<file path="src/sv/aafsp_pkg.sv">
// ----------------------------------------------------------------------------
// ASCII angle frame to servo pulse: package
// Frame layout, register map, reset values and arithmetic constants.
// ----------------------------------------------------------------------------
package aafsp_pkg;

    // frame layout
    localparam int NUM_FIELDS  = 6;
    localparam int FIELD_BYTES = 7;
    localparam int FRAME_BYTES = 41;

    localparam logic [2:0] LAST_FIELD     = 3'(NUM_FIELDS - 1);
    localparam logic [2:0] LAST_DIGIT_POS = 3'd5;
    localparam logic [2:0] LAST_FIELD_POS = 3'(FIELD_BYTES - 1);

    // linear byte offset within a frame: field * FIELD_BYTES + position
    localparam int LIN_W = $clog2(8 * FIELD_BYTES + 1) + 1;
    localparam logic [LIN_W-1:0] LAST_LINEAR = LIN_W'(FRAME_BYTES - 1);

    localparam logic [7:0] ASCII_ZERO = 8'h30;
    localparam logic [7:0] ASCII_NINE = 8'h39;

    // register map (word index)
    localparam int ADDR_W = 4;
    localparam logic [1:0] REG_MAX_MAG = 2'd0;
    localparam logic [1:0] REG_CENTER  = 2'd1;
    localparam logic [1:0] REG_OFFSET  = 2'd2;

    localparam logic [16:0] MAX_MAG_RESET = 17'd4500;
    localparam logic [16:0] CENTER_RESET  = 17'd9000;
    localparam logic [15:0] OFFSET_RESET  = 16'd500;

    localparam logic [16:0] ANGLE_MAX   = 17'h1FFFF;
    localparam logic [15:0] COMPARE_MAX = 16'hFFFF;

    // floor(x / 9) = (x * RECIP_NINE) >> DIV_SHIFT, exact for x < 2^17
    localparam logic [16:0] RECIP_NINE = 17'd116509;
    localparam int DIV_SHIFT = 20;
    localparam int QUOT_W    = 14;

    // per-result tag carried down the pipeline
    typedef struct packed {
        logic [2:0] field;
        logic       err;
        logic       done;
    } aafsp_tag_t;

endpackage

</file>
<file path="src/sv/ascii_angle_frame_to_servo_pulse.sv">
// ----------------------------------------------------------------------------
// ASCII angle frame to servo pulse
// Parses fixed-layout ASCII angle frames and emits per-field servo compares.
// ----------------------------------------------------------------------------
// Usage:
//   Input channel (in_valid/in_ready): one received byte per request, with
//   frame_start marking the sign byte of a frame. Bytes are taken one per
//   cycle while in_ready is high; the parser state updates at the accept edge.
//   Output channel (out_valid/out_ready): one request per completed field,
//   produced by the fifth digit byte. Sign, separator and other digit bytes
//   give no output.
//   Pipeline: a result passes four stage registers (magnitude, clamped
//   angle, divide-by-nine multiply, compare add) on its way to out_valid;
//   the first one loads at the accept edge.
//   Throughput: one byte per cycle while in_ready is high. The four pipeline
//   stages hold only result-bearing requests, each with its own valid, so a
//   stalled receiver blocks input only once every stage ahead of it is full.
//   Config: APB port, registers at 0x0 max_magnitude, 0x4 center_angle,
//   0x8 pulse_offset; written only while the block is idle, a rule on the user that the block does not enforce.
//   Reset: parser back to sign byte of field 0, pipeline emptied,
//   registers to 4500 / 9000 / 500.
// ----------------------------------------------------------------------------
module ascii_angle_frame_to_servo_pulse
    import aafsp_pkg::*;
(
    input  logic              clk,
    input  logic              rst_n,

    input  logic              in_valid,
    output logic              in_ready,
    input  logic [7:0]        rx_byte,
    input  logic              frame_start,

    output logic              out_valid,
    input  logic              out_ready,
    output logic [2:0]        field_index,
    output logic [16:0]       target_angle,
    output logic [15:0]       servo_compare,
    output logic              digit_error,
    output logic              frame_done,

    input  logic              psel,
    input  logic              penable,
    input  logic              pwrite,
    input  logic [ADDR_W-1:0] paddr,
    input  logic [31:0]       pwdata,
    output logic [31:0]       prdata,
    output logic              pready
);

    // ------------------------------------------------------------------
    // configuration registers
    // ------------------------------------------------------------------
    logic [16:0] max_mag_reg;
    logic [16:0] center_reg;
    logic [15:0] offset_reg;
    logic        cfg_wr;

    assign pready = 1'b1;
    assign cfg_wr = psel && penable && pwrite;

    always_ff @(posedge clk or negedge rst_n)
    begin
        if (!rst_n)
        begin
            max_mag_reg <= MAX_MAG_RESET;
            center_reg  <= CENTER_RESET;
            offset_reg  <= OFFSET_RESET;
        end
        else if (cfg_wr)
        begin
            unique case (paddr[3:2])
                REG_MAX_MAG: max_mag_reg <= pwdata[16:0];
                REG_CENTER:  center_reg  <= pwdata[16:0];
                REG_OFFSET:  offset_reg  <= pwdata[15:0];
                default:     ;
            endcase
        end
    end

    always_comb
    begin
        unique case (paddr[3:2])
            REG_MAX_MAG: prdata = {15'd0, max_mag_reg};
            REG_CENTER:  prdata = {15'd0, center_reg};
            REG_OFFSET:  prdata = {16'd0, offset_reg};
            default:     prdata = 32'd0;
        endcase
    end

    // ------------------------------------------------------------------
    // pipeline handshake: each stage loads when empty or moving on
    // ------------------------------------------------------------------
    logic s1_valid_reg, s2_valid_reg, s3_valid_reg, out_valid_reg;
    logic s1_room, s2_room, s3_room, out_room;
    logic in_fire;

    assign out_room = !out_valid_reg || out_ready;
    assign s3_room  = !s3_valid_reg  || out_room;
    assign s2_room  = !s2_valid_reg  || s3_room;
    assign s1_room  = !s1_valid_reg  || s2_room;
    assign in_ready = s1_room;
    assign in_fire  = in_valid && in_ready;

    // ------------------------------------------------------------------
    // byte parser
    // ------------------------------------------------------------------
    logic [2:0]       byte_pos_reg, byte_pos_next;
    logic [2:0]       field_cnt_reg, field_cnt_next;
    logic [16:0]      acc_reg, acc_next;
    logic             sign_plus_reg, sign_plus_next;
    logic             err_seen_reg, err_seen_next;

    logic [2:0]       pos_cur, fc_cur;
    logic             digit_ok;
    logic [3:0]       digit;
    logic [20:0]      acc_scaled;
    logic [LIN_W-1:0] linear;
    logic             emit, done;

    always_comb
    begin
        pos_cur  = frame_start ? 3'd0 : byte_pos_reg;
        fc_cur   = frame_start ? 3'd0 : field_cnt_reg;
        digit_ok = (rx_byte >= ASCII_ZERO) && (rx_byte <= ASCII_NINE);
        // the low nibble of '0'..'9' is the digit value
        digit    = digit_ok ? rx_byte[3:0] : 4'd0;
        // acc * 10 + digit as shifts
        acc_scaled = {1'b0, acc_reg, 3'b000} + {3'b000, acc_reg, 1'b0}
                   + {17'd0, digit};

        sign_plus_next = sign_plus_reg;
        acc_next       = acc_reg;
        err_seen_next  = err_seen_reg;
        emit           = 1'b0;

        if (pos_cur == 3'd0)
        begin
            sign_plus_next = (rx_byte == ASCII_ZERO);
            acc_next       = 17'd0;
            err_seen_next  = 1'b0;
        end
        else if (pos_cur <= LAST_DIGIT_POS)
        begin
            err_seen_next = err_seen_reg || !digit_ok;
            acc_next      = acc_scaled[16:0];
            emit          = (pos_cur == LAST_DIGIT_POS);
        end

        done   = emit && (fc_cur >= LAST_FIELD);
        linear = LIN_W'(fc_cur) * LIN_W'(FIELD_BYTES) + LIN_W'(pos_cur);

        // frame ends on the last field or on the frame length bound
        if (done || (linear >= LAST_LINEAR))
        begin
            byte_pos_next  = 3'd0;
            field_cnt_next = 3'd0;
        end
        else if (pos_cur >= LAST_FIELD_POS)
        begin
            byte_pos_next  = 3'd0;
            field_cnt_next = fc_cur + 3'd1;
        end
        else
        begin
            byte_pos_next  = pos_cur + 3'd1;
            field_cnt_next = fc_cur;
        end
    end

    always_ff @(posedge clk or negedge rst_n)
    begin
        if (!rst_n)
        begin
            byte_pos_reg  <= 3'd0;
            field_cnt_reg <= 3'd0;
            acc_reg       <= 17'd0;
            sign_plus_reg <= 1'b1;
            err_seen_reg  <= 1'b0;
        end
        else if (in_fire)
        begin
            byte_pos_reg  <= byte_pos_next;
            field_cnt_reg <= field_cnt_next;
            acc_reg       <= acc_next;
            sign_plus_reg <= sign_plus_next;
            err_seen_reg  <= err_seen_next;
        end
    end

    // ------------------------------------------------------------------
    // stage 1: completed magnitude and sign
    // ------------------------------------------------------------------
    logic [16:0] s1_mag_reg;
    logic        s1_plus_reg;
    aafsp_tag_t  s1_tag_reg;

    always_ff @(posedge clk or negedge rst_n)
    begin
        if (!rst_n)
            s1_valid_reg <= 1'b0;
        else if (s1_room)
            s1_valid_reg <= in_fire && emit;
    end

    always_ff @(posedge clk)
    begin
        if (s1_room && in_fire && emit)
        begin
            s1_mag_reg       <= acc_next;
            s1_plus_reg      <= sign_plus_next;
            s1_tag_reg.field <= fc_cur;
            s1_tag_reg.err   <= err_seen_next;
            s1_tag_reg.done  <= done;
        end
    end

    // ------------------------------------------------------------------
    // stage 2: clamp, move from center, saturate
    // ------------------------------------------------------------------
    logic [16:0] mag_clamped;
    logic [17:0] angle_sum;
    logic [16:0] angle_calc;
    logic [16:0] s2_angle_reg;
    aafsp_tag_t  s2_tag_reg;

    always_comb
    begin
        mag_clamped = (s1_mag_reg > max_mag_reg) ? max_mag_reg : s1_mag_reg;
        angle_sum   = {1'b0, center_reg} + {1'b0, mag_clamped};
        if (s1_plus_reg)
            angle_calc = angle_sum[17] ? ANGLE_MAX : angle_sum[16:0];
        else
            angle_calc = (mag_clamped > center_reg) ? 17'd0 : center_reg - mag_clamped;
    end

    always_ff @(posedge clk or negedge rst_n)
    begin
        if (!rst_n)
            s2_valid_reg <= 1'b0;
        else if (s2_room)
            s2_valid_reg <= s1_valid_reg;
    end

    always_ff @(posedge clk)
    begin
        if (s2_room && s1_valid_reg)
        begin
            s2_angle_reg <= angle_calc;
            s2_tag_reg   <= s1_tag_reg;
        end
    end

    // ------------------------------------------------------------------
    // stage 3: angle / 9 by reciprocal multiply
    // ------------------------------------------------------------------
    logic [33:0]       quot_prod;
    logic [QUOT_W-1:0] s3_quot_reg;
    logic [16:0]       s3_angle_reg;
    aafsp_tag_t        s3_tag_reg;

    assign quot_prod = s2_angle_reg * RECIP_NINE;

    always_ff @(posedge clk or negedge rst_n)
    begin
        if (!rst_n)
            s3_valid_reg <= 1'b0;
        else if (s3_room)
            s3_valid_reg <= s2_valid_reg;
    end

    always_ff @(posedge clk)
    begin
        if (s3_room && s2_valid_reg)
        begin
            s3_quot_reg  <= quot_prod[DIV_SHIFT +: QUOT_W];
            s3_angle_reg <= s2_angle_reg;
            s3_tag_reg   <= s2_tag_reg;
        end
    end

    // ------------------------------------------------------------------
    // output register: add offset, saturate compare
    // ------------------------------------------------------------------
    logic [16:0] cmp_sum;
    logic [15:0] cmp_calc;
    logic [16:0] out_angle_reg;
    logic [15:0] out_cmp_reg;
    aafsp_tag_t  out_tag_reg;

    assign cmp_sum  = {3'd0, s3_quot_reg} + {1'b0, offset_reg};
    assign cmp_calc = cmp_sum[16] ? COMPARE_MAX : cmp_sum[15:0];

    always_ff @(posedge clk or negedge rst_n)
    begin
        if (!rst_n)
            out_valid_reg <= 1'b0;
        else if (out_room)
            out_valid_reg <= s3_valid_reg;
    end

    always_ff @(posedge clk)
    begin
        if (out_room && s3_valid_reg)
        begin
            out_angle_reg <= s3_angle_reg;
            out_cmp_reg   <= cmp_calc;
            out_tag_reg   <= s3_tag_reg;
        end
    end

    assign out_valid     = out_valid_reg;
    assign field_index   = out_tag_reg.field;
    assign target_angle  = out_angle_reg;
    assign servo_compare = out_cmp_reg;
    assign digit_error   = out_tag_reg.err;
    assign frame_done    = out_tag_reg.done;

endmodule

</file>
<file path="config.mk">
export PLATFORM = sky130hd
export DESIGN_NAME = ascii_angle_frame_to_servo_pulse
export DESIGN_NICKNAME = d
export VERILOG_FILES = /design/src/sv/aafsp_pkg.sv /design/src/sv/ascii_angle_frame_to_servo_pulse.sv
export SDC_FILE = /design/constraint.sdc
export NUM_CORES = 1
export LEC_CHECK = 0
export BUFFER_PORTS_ARGS = -buffer_cell sky130_fd_sc_hd__buf_2
export CAP_MARGIN = 10
export CORE_MARGIN = 2
export CORE_UTILIZATION = 50
export CTS_CLUSTER_SIZE = 10
export DETAILED_ROUTE_END_ITERATION = 8
export PLACE_DENSITY = 0.68
export SETUP_SLACK_MARGIN = 0.1
export SLEW_MARGIN = 20
export SYNTH_ARGS = -nofsm -noshare
export SYNTH_HDL_FRONTEND = slang
export SYNTH_SLANG_ARGS = --single-unit
</file>
<file path="constraint.sdc">
create_clock -name clk -period 6.5 [get_ports clk]
set_input_delay 0.325 -clock clk [delete_from_list [all_inputs] [get_ports clk]]
set_output_delay 0.325 -clock clk [all_outputs]
set_load 0.005 [all_outputs]
</file>
### Yosys cells after proc, flatten, opt, wreduce, memory -nomap -nowiden

Index checks and enable logic that the tools add are counted.

* add/subtract/negate cells: 8
* $mul: 2
* order comparisons: 8
* equality and inequality tests: 4
* mux-type cells: 19
* reduce and logical (&&, ||, !) cells: 27

Operators with widths (number)
* $mux W17: 6
* $pmux W17 S3: 1
* $gt A17 B17 Y1: 2
* $mul A17 B17 Y34 const B: 1
* $add A17 B17 Y18: 1
* $mux W3: 6
* $add A14 B16 Y17: 1
* $add A17 B17 Y17: 1
* $add A17 B4 Y17: 1
* $sub A17 B17 Y17: 1
* $logic_and A1 B1 Y1: 11
* $eq A8 B6 Y1 const B: 1
* $ge A8 B6 Y1 const B: 1
* $le A8 B6 Y1 const B: 1
* $add A6 B3 Y7: 1
* $ge A7 B6 Y1 const B: 1
* $add A3 B1 Y3 const B: 2
* $ge A3 B3 Y1 const B: 2
* $logic_or A1 B1 Y1: 6
* $mul A3 B3 Y6 const B: 1
* $reduce_and A2 Y1: 3
* $logic_not A1 Y1: 5
* $mux W1: 5
* $mux W4: 1
* 6 further kinds: 6

* register bits after elaboration: 198
* input port bits: 52
* output and inout port bits: 73
* word-level logic and storage cells: 99

### Logic depth before layout (Yosys ltp)

Gate-level depths: netlist of run 1.

* depth after elaboration: 8
* mapped depth: 24
* gate-level depth less buffers: 22

### Worst setup path before layout of run 1

Ideal clock, no wire load.

* path type: register to register
* start point: register s2_angle_reg[2]
* end point: register s3_quot_reg[13] (data pin)
* library setup time: 0.260 ns
* arrival time: 5.395 ns
* required time: 6.240 ns
* slack: 0.845 ns
* cell stages (with the launch flop): 23
* buffers on the path: 0
* clock period less this slack: 5.655 ns
* path through: edfxtp_1 -> inv_1 -> fa_1 -> inv_1 -> ha_1 -> inv_1 -> fa_1 -> inv_1 -> fa_1 -> fa_1 -> inv_1 -> fa_1 -> inv_1 -> ha_1 -> and4_1 -> nor4b_1 -> o211ai_1 -> a31oi_1 -> nand4_1 -> a21boi_1 -> a31o_2 -> a21oi_1 -> xnor2_1

* word-level cells in the longest chain between the ends: 1

RTL lines
* from (decl): line ascii_angle_frame_to_servo_pulse.sv:224 `logic [16:0] s2_angle_reg;`
* from (signal assigned): line ascii_angle_frame_to_servo_pulse.sv:249 `s2_angle_reg <= angle_calc;`
* $mul A17 B17 Y34: line ascii_angle_frame_to_servo_pulse.sv:262 `assign quot_prod = s2_angle_reg * RECIP_NINE;`
* net quot_prod[33]: line ascii_angle_frame_to_servo_pulse.sv:257 `logic [33:0] quot_prod;`
* to (signal assigned): line ascii_angle_frame_to_servo_pulse.sv:276 `s3_quot_reg <= quot_prod[DIV_SHIFT +: QUOT_W];`
* to (decl): line ascii_angle_frame_to_servo_pulse.sv:258 `logic [QUOT_W-1:0] s3_quot_reg;`

The timed path passes the listed nets, and every way through them passes these cells.
A chain may end at the register's enable or synchronous reset.

### Worst setup path in the final report of run 1

* start point: register s2_angle_reg[9]
* end point: register s3_quot_reg[6] (data pin)

The elaborated chain is that of the path after synthesis.

==> metrics.cfg, run 1 <==
[hold_path]
min_from = pwdata[14]
min_path_cells = 3
worst_hold_path.endpoint = max_mag_reg[14]
hp-class = in -> reg

[synth]
ys_ff_latch = 198
yosysTopAreaCellShare_pct = 22.1
synth_seq_area_share_pct = 34.4
ys_top_cells_by_area = edfxtp_1 22%, ha_1 19%, fa_1 10%, dfrtp_1 9.6%, inv_1 4.8%
async_flop_share_pct = 39.9
synthesis.area_mm2 = 0.0162
syn_avg_cell_area_um2 = 10.4
synth_top_area_cell = edfxtp_1
synth_warnings = 0
ys_types = 75
synthCells = 1552
synth_ff_type = edfxtp_1
synth_edf_count = 119

[sta]
hold_violations = 0
worst_slew_pin_slew_ns = 0.970
setup_viol = 0
maxSlewHeadroom_pct = 35.3
fin_ws_ns = 0.362
grt_setup_unrepaired = no
setup_tns_ns = 0
hold_ws_ns = 0.107
min_period_ns = 6.14
fmax_ghz = 0.163
finalCritPeriodShare_pct = 94.4
finClkSkew_ns = 0.0112
slew_viol_final = 0

[setup_path]
ff2ff_path_depth = 21
r2r_end = s3_quot_reg[6]
r2r_setup_slack_ns = 0.36
r2r_start = s2_angle_reg[9]
arrival_ns = 6.35
crit_fanout = 5
startpoint_type = flop
path_cells = fa_1, ha_1, inv_1, fa_1, inv_1, fa_1, fa_1, inv_1, fa_1, inv_1, ha_1, and4_1, nor4b_2, o211ai_1, a31oi_1, buf_4, o21a_1, o311a_1, o21a_1, nor2_1, xnor2_1
endpoint_kind = flop
critPathKind = reg -> reg
crit_top_cell = fa_1
max_stage_delay_ns = 0.54
cp_data_required_time_ns = 6.71
slowest_stage = edfxtp_1

[routing]
wl_met3_um = 1260
drc = 0
viasPerCell = 5.49
wl_met1_um = 15300
dr.pass1.iters = 7
vias = 11300
wl_met2_um = 18300
ant_nets = 0
drt_iter0_drc = 715
wl_per_cell_um = 17.3
dr.max_layer_used = met4
routed_wl_um = 35600

[die]
initial_core_util_pct = 51.0
dieArea_mm2 = 0.0338
ios = 125
core.rowCount = 65
core_region_area_mm2 = 0.0317
fp.dieW_um = 184
die_y_um = 184

[finish]
final_common_cell = ha_1
multi_input_area_mm2 = 0.00966
fillers = 2781
syn2layout_area_growth_pct = 9.61
fin_util_pct = 55.9
n_antenna_cell = 0
final_nets = 2019
final_cell_mix = 242 x ha_1, 208 x inv_1, 137 x nand2_1, 119 x edfxtp_1, 90 x buf_2
ff_latch_area_mm2 = 0.00557
post_route_cells_drive_above_1_share_pct = 13.8

[place]
hpwl_um = 28700
io_buffers = 91
gp_congestion = 0.933
pre_cts_slack_ns = 0.272

[global_route]
grt_pass1_wl_um = 58100
grt_antenna_before_repair = 0
grt_pass1_vias = 11500
grt_usage_pct = 22.1
grt_max_degree = 68
grt-ovfl-total = 0

[power_and_ir_drop]
powerDensity_mw_per_mm2 = 237
total_leakage_power_uw = 0.00857
p_total_uw = 4200
ir_worst_vdd_mv = 0.213

[clock_network]
htree_levels = 4
cts_tree = yes
clkLatencyLatePin_ns = 0.46
root_buffer = clkbuf_16
numCtsBuffers = 17
clock_sinks = 198
path_clk_slew_ns = 0.08
cts_buffer_depth = 2

[run_status]
status = finished, final reports clean

[flow_run]
max_cap_viol_count = 0

[routing by layer]
metal / up-vias / global-route usage (%)
met2: 200 / 39.5
met1: 5501 / 27.4
met4: 0 / 6.75
met5: - / 0
li1: 5546 / -
met3: 48 / 3.49
[worst max-delay path: cells and delay by family (launching register included)]
kind            cells  cell delay [ns]
flops               1             0.54
compound gates      5             1.06
buf+inv             5             0.41
simple gates        3             0.52
xor+xnor            1             0.07
fa+ha+maj           7             3.29
[area by class of cell]
class	instances	share of cell area [%]
sequential	198	31.4
tap	402	2.84
multi-input combinational	1109	54.5
inverter	209	4.42
clock inverter	13	0.805
timing repair buffer	107	3.35
clock buffer	19	2.68
[cells in the mapped netlist (all sizes together) (18+ instances only)]
cell type and count:
ha 242, inv 209, nand2 138, edfxtp 119
o21ai 84, fa 83, a21oi 78, nor2 70
dfrtp 62, mux2 49, mux2i 34, a21o 32
xnor2 31, buf 26, nor3 25, clkbuf 24
xor2 18
[where the power goes]
group          switching [uW]  internal [uW]
combinational             883            625
clock                     517            593
sequential                115           1470
total                    1520           2680
[how the worst max path moves through the flow]
stage,from,end,slack (ns),depth (start not counted)
final,s2_angle_reg[9],s3_quot_reg[6],0.36,21
after global routing,s2_angle_reg[4],s3_quot_reg[6],0.10,23
after CTS,s2_angle_reg[5],s3_quot_reg[13],0.26,22
after detailed placement,s2_angle_reg[5],s3_quot_reg[13],0.27,22
after global placement,s2_angle_reg[5],s3_quot_reg[13],0.39,22
after floorplan,s2_angle_reg[2],s3_quot_reg[13],0.85,22
[per-stage QoR]
stage               std cells  area (um^2)
detailed placement       2017        17000
global route             2057        17700
global placement         2017        17000
floorplan                1566        16200
CTS                      2050        17600
finish                   2057        17700
[kinds of logic (layout without fill, tap and decap cells)]
| group | Yosys count | after routing | share of synthesized area [%] |
|---|---|---|---|
| AO/OA/AOI/OAI | 304 | 304 | 12.4 |
| adder cells (fa/ha/maj) | 325 | 325 | 29.0 |
| other | 2 | 16 | 0.0464 |
| multiplexers | 83 | 83 | 5.52 |
| AND/OR/NAND/NOR | 332 | 332 | 9.48 |
| flip-flops | 198 | 198 | 34.4 |
| XOR/XNOR | 49 | 49 | 2.65 |
| buffers and inverters | 259 | 348 | 6.49 |
[timing repair]
item	in CTS	in global routing
buffers inserted	0	6
setup endpoints to repair	0	7
gates resized for setup	0	2
hold buffers	1	0
hold endpoints to repair	12	0
Note: power is estimated with default switching activity, not from simulation.
==> run 2: changes to the inputs <==
--- a/config.mk
+++ b/config.mk
@@ -11,7 +11,7 @@
 export CORE_UTILIZATION = 50
 export CTS_CLUSTER_SIZE = 10
 export DETAILED_ROUTE_END_ITERATION = 8
-export PLACE_DENSITY = 0.68
+export PLACE_DENSITY_LB_ADDON = 0.25
 export SETUP_SLACK_MARGIN = 0.1
 export SLEW_MARGIN = 20
 export SYNTH_ARGS = -nofsm -noshare
==> run 2 against run 1 <==
- fmax increased by 0.62%
- combinational power about the same
- first-iteration DRC count decreased by 3.8%
- sequential share of layout area increased by 0.082 points
- non-clock buffer count decreased by 3
- clock power decreased by 5%
- clock skew increased by 0.0019 ns
- sequential cell count unchanged
- count of clock-buffer cells in the layout increased by 6
- critical endpoint is now s3_quot_reg[11]
==> metrics.cfg, run 2 (synthesis gave the netlist of run 1 again) <==
[power_and_ir_drop]
total_leakage_power_uw = 0.00854  ; -0.35%
pwr-share-comb_pct = 36.4  ; +0.5 points
p_seq_share_pct = 38.0  ; +0.3 points
p_sw_share_pct = 35.8  ; -0.25 points
p_clk_share_pct = 25.5  ; -0.9 points
ir_worst_vdd_mv = 0.189  ; -11%
intPower_uw = 2670  ; -0.62%
p_sw_uw = 1490  ; -1.7%
powerDensity_mw_per_mm2 = 235  ; -0.75%

[hold_path]
hp-class = in -> reg

[clock_network]
clock_sinks = 198  ; unchanged
path_clk_slew_ns = 0.08  ; about the same
root_buffer = clkbuf_16
numCtsBuffers = 17  ; unchanged
cts_tree = yes
htree_levels = 4  ; unchanged
cts_buffer_depth = 2  ; unchanged
clkLatencyLatePin_ns = 0.45  ; about the same
post_cts_buffers = 0  ; unchanged

[routing]
routed_wl_um = 36000  ; +1.1%
vias = 11300  ; +0.27%
drc = 0  ; unchanged
drt_iter0_drc = 688  ; -3.8%
dr.pass1.iters = 7  ; unchanged
viasPerCell = 5.51  ; +0.42%
wl_per_cell_um = 17.5  ; +1.2%
ant_nets = 0  ; unchanged

[sta]
finClkSkew_ns = 0.0131  ; +0.00189 ns
grt_setup_unrepaired = no
worst_slew_pin_slew_ns = 1.03  ; +0.0557 ns
hold_violations = 0  ; unchanged
fmax_ghz = 0.164  ; +0.62%
finalCritPeriodShare_pct = 93.8  ; -0.59 points
setup_viol = 0  ; unchanged
setup_tns_ns = 0  ; unchanged
min_period_ns = 6.10  ; -0.0381 ns
slew_viol_final = 0  ; unchanged
maxSlewHeadroom_pct = 31.6  ; -3.7 points

[global_route]
grt_antenna_before_repair = 0  ; unchanged
grt_pass1_wl_um = 59400  ; +2.2%
grt_pass1_vias = 11600  ; +0.45%
grt-ovfl-total = 0  ; unchanged
grt_usage_pct = 22.5  ; +0.43 points
grt_max_degree = 74  ; +8.8%

[die]
core.rowCount = 65  ; unchanged
ios = 125  ; unchanged
fp.dieW_um = 184  ; unchanged
core_region_area_mm2 = 0.0317  ; unchanged
initial_core_util_pct = 51.0  ; unchanged
dieArea_mm2 = 0.0338  ; unchanged
die_y_um = 184  ; unchanged

[finish]
final_cell_mix = 242 x ha_1, 208 x inv_1, 137 x nand2_1, 119 x edfxtp_1, 90 x buf_2
final_nets = 2016  ; -0.15%
fin_util_pct = 55.8  ; -0.15 points
final_common_cell = ha_1
syn2layout_area_growth_pct = 9.32
post_route_cells_drive_above_1_share_pct = 13.7  ; -0.16 points
n_antenna_cell = 0  ; unchanged

[setup_path]
startpoint_type = flop
crit_top_cell = inv_1
cp_data_required_time_ns = 6.70  ; about the same
max_stage_delay_ns = 0.55  ; about the same
endpoint_kind = flop
crit_fanout = 4  ; -1
critPathKind = reg -> reg
path_cells = inv_1, fa_1, inv_1, ha_1, inv_1, fa_1, inv_1, fa_1, fa_1, inv_1, fa_1, inv_1, ha_1, a21oi_1, o21ai_0, a211oi_2, a31oi_2, nand4_1, a21boi_2, or4_1, a31oi_1, xnor2_1
slowest_stage = fa_1
arrival_ns = 6.30  ; -0.05 ns

[place]
hpwl_um = 28800  ; +0.44%
io_buffers = 91  ; unchanged
gp_congestion = 0.918  ; -1.6%

[flow_run]
max_cap_viol_count = 0  ; unchanged

[run_status]
status = finished, final reports clean

## run 2: changes by cell type in the layout (fill, tap and decap cells not counted), moves of 2 or more
cell	previous run	this run
clkbuf_8	0	5
inv_8	6	0
buf_4	15	12
clkbuf_1	0	2
clkinv_4	1	4
## run 2: through the flow
step / hold WS, ns / setup slack (ns) / std cells / area [um^2] / total power [uW]
3_5_place_dp: 0.144 / 0.273 / 2020 / 17000 / 3100
4_1_cts: 0.0877 / 0.215 / 2053 / 17600 / 4170
5_1_grt: 0.115 / 0.0963 / 2054 / 17700 / 4420
6_report: 0.104 / 0.400 / 2054 / 17700 / 4160
2_1_floorplan: 0.0294 / 0.845 / 1566 / 16200 / 2700
3_3_place_gp: 0.146 / 0.344 / 2020 / 17000 / 3080
## run 2: critical path, delay by kind of cell, from the launching register on
family	cells	cell delay, ns
AO/OA/AOI/OAI	6	1.07
XOR/XNOR	1	0.10
adder cells (fa/ha/maj)	7	3.24
buffers and inverters	6	0.41
flip-flops	1	0.45
AND/OR/NAND/NOR	2	0.58
## run 2: repair_timing
item | in CTS | in global routing
gates resized for setup | 0 | 4
hold buffers | 1 | 0
setup endpoints to repair | 0 | 7
endpoints found under the hold margin | 6 | 0
## run 2: final cells by class
cell class	count	area, um^2
sequential	198	5570
clock inverter	7	56.3
multi-input combinational	1109	9670
clock buffer	25	527
timing repair buffer	104	571
inverter	209	785
fill	2800	14000
tap	402	503
## run 2: path summary, 6_finish.rpt
path	depth (start not counted)	slack, ns	endpoint	startpoint
setup / recovery	22	0.40	s3_quot_reg[11]	s2_angle_reg[2]
hold / removal	3	0.10	max_mag_reg[16]	pwdata[16]
setup reg to reg	22	0.40	s3_quot_reg[11]	s2_angle_reg[2]
hold reg to reg	0	0.42	target_angle[11]	s3_angle_reg[11]
max in group asynchronous	3	5.16	center_reg[2]	rst_n
min in group asynchronous	2	0.22	field_cnt_reg[1]	rst_n
## run 2: routing by layer
layer	global-route usage [%]	up-vias	routed length, um
li1	-	5541	-
met1	28.0	5494	15500
met2	39.8	225	18200
met3	3.70	66	1320
met4	7.46	0	940
met5	0	-	0
## run 2: power groups by stage
stage / logic (uW) / clock network [uW] / registers, uW
final: 1510 / 1060 / 1580
after detailed placement: 1500 / 0 / 1610
after global placement: 1470 / 0 / 1600
after CTS: 1510 / 1090 / 1580
after global routing: 1700 / 1140 / 1590
after floorplan: 1150 / 0 / 1550
==> run 3: changes to the inputs <==
--- a/config.mk
+++ b/config.mk
@@ -5,6 +5,7 @@
 export SDC_FILE = /design/constraint.sdc
 export NUM_CORES = 1
 export LEC_CHECK = 0
+export ABC_AREA = 1
 export BUFFER_PORTS_ARGS = -buffer_cell sky130_fd_sc_hd__buf_2
 export CAP_MARGIN = 10
 export CORE_MARGIN = 2
==> run 3 against run 2 <==
- synthesized cell count up 51%
- setup slack better by 0.57 ns
- via count up 31%
- total power up 10%
- largest cell class unchanged
- largest power group is now combinational cells
- highest routed layer unchanged
==> metrics.cfg, run 3 <==
[setup_path]
crit_fanout = 5  ; +1
ff2ff_path_depth = 22  ; unchanged
path_cells = inv_1, fa_1, inv_1, ha_1, inv_1, fa_1, inv_1, fa_1, inv_1, fa_1, fa_1, inv_1, ha_1, nand2_1, nor2_1, inv_1, nor2_1, nand4_1, nand3_1, nand2_1, inv_1, nor2_1
arrival_ns = 5.75  ; -0.55 ns
cp_data_required_time_ns = 6.72  ; +0.02 ns
critPathKind = reg -> reg
r2r_start = s2_angle_reg[4]
startpoint_type = flop
crit_top_cell = inv_1
max_stage_delay_ns = 0.58  ; +0.03 ns
slowest_stage = fa_1
r2r_end = s3_quot_reg[1]
crit_family = adder cells
endpoint_kind = flop
cp_num_buf_inv = 8  ; +2
r2r_setup_slack_ns = 0.97  ; +0.57 ns

[synth]
synthCells = 2340  ; +51%
synth_most_common_cell = nand2_1
synthesis.area_mm2 = 0.0185  ; +14%
yosysTopAreaCellShare_pct = 19.3  ; -2.8 points
ys_ff_latch = 198  ; unchanged
async_flop_share_pct = 39.9  ; unchanged
synth_ff_type = edfxtp_1
synth_seq_area_share_pct = 30.1  ; -4.3 points
ys_types = 57  ; -24%
netlist_top_cells_count = 642 x nand2_1, 437 x inv_1, 242 x ha_1
ys_top_cells_by_area = edfxtp_1 19%, ha_1 16%, nand2_1 13%, fa_1 9.0%, inv_1 8.9%
synth_top_area_cell = edfxtp_1
synth_warnings = 0  ; unchanged
synth_edf_count = 119  ; unchanged
syn_avg_cell_area_um2 = 7.90  ; -24%

[global_route]
grt_pass1_wl_um = 73700  ; +24%
grt_usage_pct = 24.4  ; +1.8 points
grt_max_degree = 60  ; -19%
grt_pass1_vias = 14600  ; +26%
grt-ovfl-total = 0  ; unchanged
grt_antenna_before_repair = 0  ; unchanged

[sta]
maxSlewHeadroom_pct = 30.4  ; -1.3 points
fmax_ghz = 0.181  ; +10%
min_period_ns = 5.53  ; -0.568 ns
setup_viol = 0  ; unchanged
finClkSkew_ns = 0.0128  ; -0.000279 ns
fin_ws_ns = 0.968  ; +0.568 ns
slew_viol_final = 0  ; unchanged
setup_tns_ns = 0  ; unchanged
hold_violations = 0  ; unchanged
finalCritPeriodShare_pct = 85.1  ; -8.7 points
grt_setup_unrepaired = no
worst_slew_pin_slew_ns = 1.04  ; +0.0152 ns

[hold_path]
min_path_cells = 3  ; unchanged
hp-class = in -> reg
worst_hold_path.endpoint = center_reg[16]
min_from = pwdata[16]

[routing]
wl_met3_um = 1380  ; +4.5%
wl_per_cell_um = 15.8  ; -9.9%
viasPerCell = 5.14  ; -6.7%
wl_met1_um = 21100  ; +36%
vias = 14900  ; +31%
drt_iter0_drc = 966  ; +40%
dr.pass1.iters = 5  ; -2
dr.max_layer_used = met4
wl_met2_um = 21700  ; +19%
ant_nets = 0  ; unchanged
routed_wl_um = 45700  ; +27%
drc = 0  ; unchanged

[run_status]
status = finished, final reports clean

[power_and_ir_drop]
ir_worst_vdd_mv = 0.178  ; -5.9%
pwr-share-comb_pct = 42.3  ; +5.9 points
p_seq_share_pct = 33.9  ; -4.1 points
intPower_uw = 2640  ; -0.94%
p_sw_uw = 1930  ; +30%
p_sw_share_pct = 42.2  ; +6.4 points
p_clk_share_pct = 23.8  ; -1.7 points
powerDensity_mw_per_mm2 = 230  ; -2.0%
p_total_uw = 4570  ; +10%
total_leakage_power_uw = 0.0108  ; +26%

[die]
initial_core_util_pct = 50.6  ; -0.39 points
ios = 125  ; unchanged
core.rowCount = 70  ; +7.7%
fp.dieW_um = 196  ; +6.7%
die_y_um = 196  ; +6.7%
dieArea_mm2 = 0.0385  ; +14%
core_region_area_mm2 = 0.0365  ; +15%

[place]
hpwl_um = 37900  ; +31%
gp_congestion = 0.932  ; +1.5%
pre_cts_slack_ns = 1.01  ; +0.738 ns
io_buffers = 91  ; unchanged

[finish]
fillers = 3460  ; +24%
final_nets = 2788  ; +38%
post_route_cells_drive_above_1_share_pct = 9.41  ; -4.3 points
ff_latch_area_mm2 = 0.00557  ; unchanged
final_cell_mix = 642 x nand2_1, 437 x inv_1, 242 x ha_1, 138 x nand3_1, 126 x nor2_1
final_common_cell = nand2_1
n_antenna_cell = 0  ; unchanged
multi_input_area_mm2 = 0.0109  ; +12%
syn2layout_area_growth_pct = 7.41

[clock_network]
cts_resized = 0  ; unchanged
htree_levels = 4  ; unchanged
numCtsBuffers = 17  ; unchanged
cts_buffer_depth = 2  ; unchanged
path_clk_slew_ns = 0.08  ; about the same
clkLatencyLatePin_ns = 0.45  ; about the same
clock_sinks = 198  ; unchanged
post_cts_buffers = 0  ; unchanged
root_buffer = clkbuf_16
cts_tree = yes

[flow_run]
max_cap_viol_count = 0  ; unchanged

## run 3: changes by cell type in the layout (fill, tap and decap cells not counted), moves of 16 or more
cell,change
o21ai_1,+21
nand2_1,+505
mux2_2,-49
a21o_1,-27
mux2i_1,-34
xnor2_1,-19
nor2_1,+58
nand3_1,+122
inv_1,+229
nand2b_1,-16
## run 3: how the worst max path moves through the flow
stage | from | end | slack, ns | cells after the start
final | s2_angle_reg[4] | s3_quot_reg[1] | 0.97 | 22
after global routing | s2_angle_reg[4] | s3_quot_reg[1] | 0.61 | 22
after CTS | s2_angle_reg[4] | s3_quot_reg[1] | 0.99 | 22
after detailed placement | s2_angle_reg[4] | s3_quot_reg[1] | 1.01 | 22
after global placement | s2_angle_reg[4] | s3_quot_reg[1] | 1.04 | 22
after floorplan | s2_angle_reg[2] | s3_quot_reg[13] | 1.64 | 21
## run 3: routing by layer
| metal | GRT usage, % | vias to the layer above |
|---|---|---|
| li1 | - | 7529 |
| met5 | 0 | - |
| met4 | 9.37 | 0 |
| met3 | 2.78 | 71 |
| met2 | 41.3 | 280 |
| met1 | 32.0 | 6992 |
## run 3: area by class of cell
type / instances / area share [%]
timing repair buffer: 97 / 2.55
sequential: 198 / 28.1
clock buffer: 17 / 2.14
multi-input combinational: 1644 / 54.8
clock inverter: 15 / 0.939
inverter: 453 / 8.59
tap: 468 / 2.95
## run 3: per-stage QoR
| stage | hold slack [ns] | util [%] | instance area (um^2) | instances |
|---|---|---|---|---|
| floorplan | 0.0294 | - | 18500 | 2354 |
| global placement | 0.235 | 52.6 | 19200 | 2859 |
| detailed placement | 0.240 | 52.6 | 19200 | 2859 |
| CTS | 0.118 | 54.3 | 19800 | 2892 |
| global route | 0.136 | 54.4 | 19900 | 2892 |
| finish | 0.136 | 54.4 | 19900 | 2892 |
## run 3: worst reg2reg max path: stages, from the launching register on
cell      delay (ns)
edfxtp_1        0.54
inv_1           0.15
fa_1            0.52
inv_1           0.07
ha_1            0.33
inv_1           0.07
fa_1            0.54
inv_1           0.06
fa_1            0.53
inv_1           0.05
fa_1            0.44
fa_1            0.58
inv_1           0.06
ha_1            0.36
nand2_1         0.15
nor2_1          0.16
inv_1           0.08
nor2_1          0.20
nand4_1         0.12
nand3_1         0.16
nand2_1         0.07
inv_1           0.05
nor2_1          0.03
## run 3: cell families (layout without fill, tap and decap cells)
family,count (synthesis),count (layout),share of synthesized area [%]
simple gates,1000,1000,23.0
xor+xnor,40,40,1.90
fa+ha+maj,325,325,25.4
other cells,2,16,0.0406
buf+inv,512,582,11.4
compound gates,263,263,8.08
flops,198,198,30.1
## run 3: repair_timing
action,in CTS,in global routing
hold buffers,1,0
setup endpoints to repair,0,0
endpoints found under the hold margin,18,0
## run 3: power by group through the flow
stage / combinational [uW] / clock [uW] / sequential [uW]
5_1_grt: 2190 / 1160 / 1560
3_5_place_dp: 1920 / 0 / 1570
3_3_place_gp: 1890 / 0 / 1570
6_report: 1930 / 1090 / 1550
4_1_cts: 1930 / 1110 / 1550
2_1_floorplan: 1490 / 0 / 1540
